### config.mk
export PLATFORM = sky130hd
export DESIGN_NAME = pcrm_lane
export DESIGN_NICKNAME = d
export VERILOG_FILES = /design/src/rtl/pcrm_pkg.sv /design/src/rtl/pcrm_lane.sv
export SDC_FILE = /design/constraint.sdc
export NUM_CORES = 2
export LEC_CHECK = 0
export ABC_AREA = 1
export BUFFER_PORTS_ARGS = -buffer_cell sky130_fd_sc_hd__buf_2
export CAP_MARGIN = 25
export CORE_MARGIN = 5
export CORE_UTILIZATION = 30
export DETAILED_ROUTE_END_ITERATION = 16
export PLACE_DENSITY = 0.44
export SLEW_MARGIN = 15
export SYNTH_ARGS = -nofsm -noshare
export SYNTH_HDL_FRONTEND = slang
export SYNTH_SLANG_ARGS = --single-unit
### constraint.sdc
create_clock -name clk_i -period 10.6 [get_ports clk_i]
set_input_delay 1.59 -clock clk_i [delete_from_list [all_inputs] [get_ports clk_i]]
set_output_delay 1.59 -clock clk_i [all_outputs]
set_load 0.1 [all_outputs]
### src/rtl/pcrm_pkg.sv
package pcrm_pkg;

  localparam int unsigned Entries  = 4096;
  localparam int unsigned IdxW     = $clog2(Entries);
  localparam int unsigned FracBits = 16;
  localparam int unsigned RecipW   = 17;
  localparam int unsigned CountW   = 16;

  localparam logic OP_CELL = 1'b0;
  localparam logic OP_FACE = 1'b1;

  localparam logic [0:0] REG_COUNT = 1'b0;
  localparam logic [0:0] REG_RECIP = 1'b1;

  typedef logic signed [31:0] word_t;

  // Clamp a wide signed value to 32 bits.
  function automatic word_t sat32(input logic signed [95:0] v);
    if (v > 96'sd2147483647) begin
      sat32 = 32'sh7fffffff;
    end else if (v < -96'sd2147483648) begin
      sat32 = 32'sh80000000;
    end else begin
      sat32 = v[31:0];
    end
  endfunction

endpackage

### src/rtl/pcrm_lane.sv
// One statistic lane: registered mean update plus the differences d0 and d1 that feed the second-moment stage.
module pcrm_lane import pcrm_pkg::*; (
  input  logic                      clk_i,
  input  logic                      en_i,
  input  word_t                     x_i,
  input  word_t                     mean_i,
  input  logic [RecipW-1:0]         recip_i,
  output logic signed [33:0]        d0_o,
  output logic signed [33:0]        d1_o,
  output word_t                     mean_o
);

  logic signed [33:0] d0_q;
  logic signed [33:0] d0_d;
  logic signed [52:0] prod;
  logic signed [95:0] scaled;
  word_t              mean_q;
  word_t              mean_d;
  word_t              x_q;

  assign d0_d   = 34'(x_i) - 34'(mean_i);
  assign prod   = 53'(d0_d) * $signed({1'b0, recip_i});
  assign scaled = 96'(prod + 53'sd32768) >>> 16;
  assign mean_d = sat32(96'(mean_i) + scaled);

  always_ff @(posedge clk_i) begin
    if (en_i) begin
      d0_q   <= d0_d;
      mean_q <= mean_d;
      x_q    <= x_i;
    end
  end

  assign d0_o   = d0_q;
  assign mean_o = mean_q;
  assign d1_o   = 34'(x_q) - 34'(mean_q);

endmodule

# After elaboration in Yosys (flattened, before gate mapping)
# Index checks and enable logic that the tools add are counted.
dict set report totals {
  ff_bits 97
  out_inout_bits 100
  word_cells 11
  inputBits 83
}
dict set report op_classes {
  addsub 4
  n_lt_le_gt_ge 2
  muxes 1
  n_mul 1
}
# operator count
set ops {}
lappend ops {{subtractor 32 x 32 -> 33 bit} 2}
lappend ops {{adder 51 x 17 -> 52 bit, second input constant} 1}
lappend ops {{multiplier 33 x 18 -> 51 bit} 1}
lappend ops {{adder 32 x 36 -> 37 bit} 1}
lappend ops {{greater-than comparator 37 x 32 -> 1 bit, second input constant} 1}
lappend ops {{< comparator 37 x 32 -> 1 bit, second input constant} 1}
lappend ops {{two-way mux 32 bit} 1}

# Logic depth before layout (Yosys ltp)
dict set report logic_depth {
  depth_word 6
  depth_mapped 56
}

# Worst setup path after synthesis
# No wires, ideal clock.
dict set report synth_timing {
  kind {input to register}
  start {input x_i[0]}
  end {register mean_q[10], in the netlist mean_o[10], data pin}
  setup_slack_ns 0.495
  cell_stages 48
  arrival_time_ns 9.852
  setup_ns 0.253
  path_buffers 2
  cell_sequence {inv_1 ha_1 fa_1 nand3b_1 nand2_1 nand3_1 nand3_1 nand3_1 nand3_2 a21o_4 nand2_1 nand2_1 nand2_1 nand2_4 buf_6 nand2_1 fa_1 fa_1 (+12 left out) and3_1 a21oi_1 xnor2_1 ha_1 inv_1 nor3_1 nand2_1 nor2_1 nand3_1 nand3_1 nand2_1 nand2_1 nand2_1 nor2_1 nand3_1 nand2_1 buf_4 nand2_1}
}
dict set report synth_via {
  elab_chain_cells 6
}
# element line
set synth_lines {}
lappend synth_lines {{start, declared} pcrm_lane.sv:5} ;# input word_t x_i,
lappend synth_lines {{subtractor 32 x 32 -> 33 bit *} pcrm_lane.sv:21} ;# assign d0_d = 34'(x_i) - 34'(mean_i);
lappend synth_lines {{named net d0_d[32]} pcrm_lane.sv:14} ;# logic signed [33:0] d0_d;
lappend synth_lines {{multiplier 33 x 18 -> 51 bit *} pcrm_lane.sv:22} ;# assign prod = 53'(d0_d) * $signed({1'b0, recip_i});
lappend synth_lines {{adder 51 x 17 -> 52 bit *} pcrm_lane.sv:23} ;# assign scaled = 96'(prod + 53'sd32768) >>> 16;
lappend synth_lines {{adder 32 x 36 -> 37 bit *} pcrm_lane.sv:24} ;# assign mean_d = sat32(96'(mean_i) + scaled);
lappend synth_lines {{< comparator 37 x 32 -> 1 bit} pcrm_pkg.sv:21} ;# end else if (v < -96'sd2147483648) begin
lappend synth_lines {{two-way mux 32 bit} pcrm_pkg.sv:21}
lappend synth_lines {{end signal, assigned} pcrm_lane.sv:29} ;# mean_q <= mean_d;
lappend synth_lines {{end, declared} pcrm_lane.sv:17} ;# word_t mean_q;
# The timed path passes the listed nets; every way through them passes the cells marked *.
# A chain may end at the register's enable or synchronous reset.

# Worst setup path after layout
dict set report layout_timing {
  start {input mean_i[0]}
  end {register mean_q[27], in the netlist mean_o[27], data pin}
}
dict set report layout_via {
  elab_chain_cells 6
}
# element line
set layout_lines {}
lappend layout_lines {{start, declared} pcrm_lane.sv:6} ;# input word_t mean_i,
lappend layout_lines {{subtractor 32 x 32 -> 33 bit *} pcrm_lane.sv:21}
lappend layout_lines {{named net d0_d[18]} pcrm_lane.sv:14}
lappend layout_lines {{multiplier 33 x 18 -> 51 bit *} pcrm_lane.sv:22}
lappend layout_lines {{adder 51 x 17 -> 52 bit *} pcrm_lane.sv:23}
lappend layout_lines {{adder 32 x 36 -> 37 bit *} pcrm_lane.sv:24}
lappend layout_lines {{< comparator 37 x 32 -> 1 bit} pcrm_pkg.sv:21}
lappend layout_lines {{two-way mux 32 bit} pcrm_pkg.sv:21}
# Marked as above.

==> flow_summary.yaml <==
flow_run:
  maxCapViolCount: 0
drt:
  vias: 26786
  wl_per_cell_um: 19.4
  drtAntennaViolNets: 0
  drt_iter0_markers: 1705
  drc: 0
  dr.pass1.iters: 5
  routed_via_density: 4.60
  wl_um: 113000
yosys:
  ys_types: 54
  synth_edf_count: 97
  synthCells: 3735
  synth_fp_nets: 4614
  ys_ff_latch: 97
  avgSynthCellArea_um2: 7.87
  yosysSeqAreaShare: 0.0991
  synth_warnings: 0
  async_flop_share: 0
  synth_area_leaders: "fa_1 (37%), inv_1 (12%), ha_1 (11%)"
  synth_top_area_share: 0.369
  synth_flop_cell: "edfxtp_1"
  yosysTopAreaCell: "fa_1"
  syn_area_um2: 29400
outcome:
  status: "completed"
clocking:
  clock_path_buffers: 2
  cts_buffers: 9
  clkTransAtPathRegs_ns: 0.09
  cts_max_level: 3
  ctsHoldBuffers: 0
  cts_tree: "yes"
  cts.sinks: 97
  cts_root_buffer: "clkbuf_16"
layout:
  fin_nets: 5421
  area_growth_pct: 37.2
  multi_input_area_um2: 25300
  num-fill-cells: 10075
  regArea_um2: 2910
  drive_gt1_frac: 0.325
  final_core_util: 0.416
floorplan:
  pin_count: 183
  chipWidth_um: 323
  start_util: 0.303
  rows: 114
  dieArea_um2: 104000
  core_area_um2: 97000
  die_y_um: 323
sta:
  report.final.slew_viol_count: 0
  period_share: 0.981
  min_period_ns: 10.40
  rsz0062_at_grt: "true"
  fmax_mhz: 96.1
  worstMarginPinSlew_ns: 0.836
  slew_headroom: 0.443
  setup_viol: 0
  final.setup.tns_ns: 0
  hold_viol: 0
grt:
  grt_util_all_layers: 0.212
  grt_max_degree: 66
  antenna_found_initial: 8
  grt_pass1_vias: 26806
  grt_pass1_wl_um: 166000
  grt-ovfl-total: 0
critical_path:
  max_stage_delay_ns: 0.58
  critical_path_class: "primary input to flip-flop"
  critPathLaunch: "mean_i[0]"
  path_max_fanout: 7
  critPathSlowestCell: "fa_2"
  endpoint_kind: "flip-flop"
  worstPathArrival_ns: 10.68
  crit_path_end: "mean_o[27]$_SDFFCE_PN1P_"
  crit_required_ns: 10.87
  startpoint_type: "primary input"
placed_design:
  finalWeightedCongestion: 0.918
  place.detailed.hpwl_um: 96300
  port_buffers: 182
min_path:
  min_delay_path_depth: 1
  hold_class: "primary input to flip-flop"
## cells in the final DEF (no fill, tap or decap), types with 25 or more instances in the layout
| cell | instances |
|---|---|
| inv_1 | 866 |
| buf_4 | 640 |
| nand2_1 | 585 |
| fa_1 | 514 |
| nor2_1 | 382 |
| ha_1 | 193 |
| buf_2 | 179 |
| a21oi_1 | 109 |
| edfxtp_1 | 97 |
| nand2_2 | 93 |
| nor2_2 | 72 |
| a21oi_2 | 60 |
| o21ai_0 | 58 |
| ha_4 | 58 |
| inv_2 | 55 |
| nand3_1 | 50 |
| xor2_1 | 47 |
| xnor2_1 | 37 |
| buf_6 | 36 |
| nor2_4 | 33 |
| fa_2 | 28 |
| nand2_4 | 25 |
## synth_stat cells, types with 8 or more instances
| library cell | n |
|---|---|
| xnor2_1 | 39 |
| clkbuf_1 | 65 |
| nand2_1 | 697 |
| o21ai_0 | 86 |
| a31oi_1 | 22 |
| nand4_1 | 19 |
| inv_2 | 15 |
| a21oi_1 | 177 |
| clkinv_1 | 9 |
| edfxtp_1 | 97 |
| buf_2 | 10 |
| fa_1 | 542 |
| ha_1 | 254 |
| xor2_1 | 61 |
| o21bai_1 | 16 |
| o21a_1 | 8 |
| nor2_1 | 487 |
| nor4_1 | 8 |
| nor3_1 | 27 |
| a21o_1 | 15 |
| nand3b_1 | 8 |
| nand3_1 | 68 |
| inv_1 | 918 |
| xor2_2 | 8 |
| buf_4 | 10 |
## repair_timing
item | in CTS | in global routing
gates resized for setup | 71 | 643
setup endpoints to repair | 32 | 32
hold endpoints to repair | 0 | 0
setup buffers | 8 | 65
gates cloned | 1 | 7
pin swaps | 16 | 251
## sequential cells by signal (all words and copies together), names as in the netlist
register / flops
d0_o: 33
x_q: 32
mean_o: 32
## worst max-delay path: cells and delay by family
family / cells / cell delay (ns)
buf+inv: 15 / 1.54
fa+ha+maj: 10 / 3.98
compound gates: 10 / 1.33
xor+xnor: 2 / 0.52
simple gates: 18 / 1.69
## layout make-up
cell class / instances / share of cell area
clock buffers: 9 / 0.00558
diodes: 1 / 0.0000620
well taps: 1276 / 0.0396
clock inverters: 7 / 0.00208
repair inverters: 1 / 0.000186
multi-input cells: 2608 / 0.627
inverters: 942 / 0.0886
flip-flops and latches: 97 / 0.0722
repair buffers: 883 / 0.165
## through the flow
| step | setup WS [ns] | instances | hold slack, ns | instance area (µm²) |
|---|---|---|---|---|
| detailed placement | -0.871 | 5729 | 1.79 | 36400 |
| floorplan | 0.495 | 3735 | 1.69 | 29400 |
| global placement | -0.780 | 5729 | 1.79 | 36400 |
| global route | -0.101 | 5824 | 1.34 | 40300 |
| finish | 0.199 | 5824 | 1.36 | 40300 |
| CTS | -0.0216 | 5754 | 1.34 | 37000 |
## worst min path at each step
stage,endpoint,start
after floorplan,x_q[0]$_DFFE_PP_,x_i[0]
after global placement,x_q[0]$_DFFE_PP_,x_i[0]
after detailed placement,x_q[0]$_DFFE_PP_,x_i[0]
after CTS,x_q[0]$_DFFE_PP_,x_i[0]
after global routing,x_q[0]$_DFFE_PP_,x_i[0]
final,x_q[0]$_DFFE_PP_,x_i[0]
## kinds of logic after synthesis
family | synth area share
AOI/OAI and AO/OA | 0.0705
xor gates and xnor gates | 0.0376
adders and majority gates | 0.477
buffers and inverters | 0.134
DFF | 0.0991
and+or+nand+nor | 0.181
## layer usage
metal,share of wire,up-vias,global-route usage
met1,0.46,13279,0.301
met5,0.00012,-,0
li1,-,12785,-
met3,0.051,104,0.0283
met4,0.022,2,0.0447
met2,0.47,616,0.347
Power is left out: the tool's default activity adds up to more than one toggle a clock period on the data nets, which glitch-free logic cannot reach.
